## src/rtl/core/bucketed_hash_index_assert.svh

```systemverilog
// Assertion macros for the bucketed hash index RTL.
`ifndef BUCKETED_HASH_INDEX_ASSERT_SVH
`define BUCKETED_HASH_INDEX_ASSERT_SVH
`ifndef SYNTHESIS
`define BHI_ASSERT(label, clk, rst_n, prop, msg) \
    label: assert property (@(posedge clk) disable iff (!rst_n) prop) else $error(msg);
`define BHI_ASSERT_ALWAYS(label, clk, prop, msg) \
    label: assert property (@(posedge clk) prop) else $error(msg);
`else
`define BHI_ASSERT(label, clk, rst_n, prop, msg)
`define BHI_ASSERT_ALWAYS(label, clk, prop, msg)
`endif
`endif

```

## src/rtl/core/bhi_ram.sv

```systemverilog
// Generic simple dual-port RAM with registered read.
`timescale 1ns / 1ps
module bhi_ram #(
    parameter int WIDTH  = 8,
    parameter int DEPTH  = 16,
    parameter int ADDR_W = $clog2(DEPTH)
) (
    input  logic              i_clk,
    input  logic              i_we,
    input  logic [ADDR_W-1:0] i_waddr,
    input  logic [WIDTH-1:0]  i_wdata,
    input  logic [ADDR_W-1:0] i_raddr,
    output logic [WIDTH-1:0]  o_rdata
);

    logic [WIDTH-1:0] r_mem [DEPTH];
    logic [WIDTH-1:0] r_rdata;

    always_ff @(posedge i_clk) begin
        if (i_we) begin
            r_mem[i_waddr] <= i_wdata;
        end
        r_rdata <= r_mem[i_raddr];
    end

    assign o_rdata = r_rdata;

endmodule

```

## config.mk

```make
export PLATFORM = sky130hd
export DESIGN_NAME = bhi_ram
export DESIGN_NICKNAME = d
export VERILOG_FILES = /design/src/rtl/core/bucketed_hash_index_assert.svh /design/src/rtl/core/bhi_ram.sv
export SDC_FILE = /design/constraint.sdc
export NUM_CORES = 1
export LEC_CHECK = 0
export ABC_AREA = 1
export BUFFER_PORTS_ARGS = -buffer_cell sky130_fd_sc_hd__buf_2
export CORE_UTILIZATION = 45
export DETAILED_ROUTE_END_ITERATION = 12
export SYNTH_ARGS = -nofsm -noshare
export SYNTH_HDL_FRONTEND = slang
export SYNTH_SLANG_ARGS = --single-unit
```

## constraint.sdc

```tcl
create_clock -name i_clk -period 3.3 [get_ports i_clk]
set_input_delay 0.66 -clock i_clk [delete_from_list [all_inputs] [get_ports i_clk]]
set_output_delay 0.66 -clock i_clk [all_outputs]
set_load 0.005 [all_outputs]
```

==> impl_results.md <==
* Status: completed
* Flop2flop setup slack at 2.22 ns
* Largest fanout on the critical path at 8
* Via count at 3706
* Setup slack at placement at 1.22 ns
* Yosys top cell area share at 66.7%
* Met3 usage at 4.27%
* Routed Antenna Nets at 0
* Largest net degree at the start of global routing at 65
* Clock slew at reported path FFs at 0.06 ns
* P_int at 3.33 mW
* WL final at 12500 um
* Hold Path Depth at 3
* Startpoint of the worst hold path: i_raddr[3]
* Worst setup margin at 1.61 ns
* Pwr Total at 4.19 mW
* Worst setup path start: i_we
* Commonest non-fill, non-tap cell in the layout: nand2_1
* Maximum ir drop on the vdd rail at 0.348 mV
* Rows at 40
* First-pass GRT wire length at 19400 um
* Yosys top cell by area: edfxtp_1
* Setup TNS at 0 ns
* Buffers on Ports at 25
* DR WL/cell at 16.6 um
* # H-tree levels at 4
* Fmax at 593 MHz
* Synthesis-to-finish area growth at 14.5%
* Syn nets at 569
* R2R depth at 6
* Deepest clock path buffer count at 2
* Vias in the first global route at 3530
* Crit. End Element: register
* WP data required at 3.34 ns
* Setup violators final at 0
* Critical Path End: r_mem[13][4]
* Worst-Skew Late Latency at 0.42 ns
* Leading post-synthesis cells by cell area: edfxtp_1 (67%), nand2_1 (11%), nand3_1 (8.4%)
* Startpoint Class: primary input
* Fin crit period at 1.69 ns
* Via density per instance at 4.91
* Filler cell count at 1083
* Synth Cell Area at 0.00577 mm2
* DIE HEIGHT at 115 um
* Lkg Pwr at 2.84 nW
* Synth warnings at 0
* Die X-Extent at 115 um
* Power density over cell area at 635 mW/mm2
* Core footprint at 0.0123 mm2
* Fraction of the cycle the final worst path needs at 51.1%
* Slowest-stage cell, CP: nor2_1
* FF-to-FF Start: r_mem[7][3]
* DRC at 0
* Slew headroom at 37.5%
* Max-cap violations at 0
* Sw frac at 20.7%
* Gr usage total at 21.0%
* CTS tree: yes
* Slew Limit Fails at 0
* Setup repair bufs after CTS at 0
* CTS Root Buffer Type: clkbuf_16
* Seq/Total Area, Yosys at 69.4%
* CP Cell Sequence: buf_2 > nand3_1 > nor2_1
* Detailed placement HPWL at 7360 um
* Crit path arrival time at 1.72 ns
* Critical R2R Capture: o_rdata[3]
* Final nets at 592
* Reg power frac at 46.3%
* Util after Layout at 53.9%
* Most Crowded Layer GR: met2
* RSZ-0062 raised after global routing: no
* Met1 Use GR at 28.0%
* Starting Density at 47.0%
* Mapped Cells at 551
* Sink Count at 136
* Routing usage on met2 at 32.6%
* Most frequent cells in the layout: nand2_1 (173), edfxtp_1 (128), inv_1 (100)
* Diode count at 0
* Crit path largest cell delay at 0.76 ns
* Worst slew pin tran at 0.935 ns
* Initial DRC Count at 326
* Share of layout cells above drive strength 1 at 10.4%
* Initial antenna violation count at 0
* Flop and latch count out of synthesis at 136
* Gr ovfl total at 0
* Clock power frac at 48.3%
* Combinational share of power at 5.4%
* GPL Wtd Cong at 0.831
* Worst Skew at 0.00478 ns
* Post-CTS sizing at 0
* Die area at 0.0133 mm2
* Worst Path Class, Setup: in2reg
* Hold violation total from the final report at 0
* Ports at 26
* Syn avg cell area at 10.5 um2
* Hold Buf Count CTS at 0
* CTS buffer count at 17
* Switch Pwr at 0.867 mW
* Type of the most critical hold path: in2reg
* Synth cell types at 12
* First drt pass iteration count at 5
==> metal layers <==
layer  vias up  wire, um
met2       127      5790
met5         -         0
met1      1735      5560
li1       1816         -
met3        28       780
met4         0       393
==> registers in the layout, summed over array words and instances, names as in the netlist <==
| register | cells |
|---|---|
| o_rdata | 8 |
| r_mem | 128 |
==> area by class of cell <==
cell class	instances	area [um2]	area share [%]
timing repair buffer	28	160	2.42
inverter	102	383	5.80
sequential	136	4000	60.6
tap	168	210	3.18
multi-input combinational	289	1210	18.4
clock inverter	14	205	3.11
clock buffer	18	429	6.50
==> worst min-delay path by stage <==
stage	to	slack (ns)
detailed placement	o_rdata[4]	0.64
floorplan	o_rdata[0]	0.61
finish	o_rdata[7]	0.62
global route	o_rdata[4]	0.61
CTS	o_rdata[7]	0.60
global placement	o_rdata[4]	0.64
==> power groups by stage <==
stage	Sequential, mW	Combinational (mW)	Clock, mW
floorplan	1.98	0.136	0
global placement	1.98	0.223	0
detailed placement	1.98	0.226	0
CTS	1.94	0.227	2.05
global route	1.94	0.251	2.11
finish	1.94	0.226	2.02
==> stage by stage <==
step	hold slack (ns)	area, um2	cells
floorplan	0.607	5770	551
global placement	0.639	5970	723
detailed placement	0.642	5970	723
CTS	0.595	6610	755
global route	0.612	6610	755
finish	0.615	6610	755
==> cells by family after synthesis <==
kind of cell,count (synthesis),share of synthesized area (%)
buf+inv,126,9.52
simple gates,289,21.0
flops,136,69.4
==> critical path: cells and delay by family <==
family	cells	cell delay [ns]
buffers and inverters	1	0.11
AND/OR/NAND/NOR	2	0.95
==> cell usage after synthesis <==
cell type  count
nand3_1       97
nor2_1        17
dfxtp_1        8
buf_1          1
buf_6          6
nand2_1      173
inv_2          2
nand3b_1       2
inv_1        100
edfxtp_1     128
buf_2         13
buf_4          4
No activity file was read; power rests on OpenSTA's default activity.
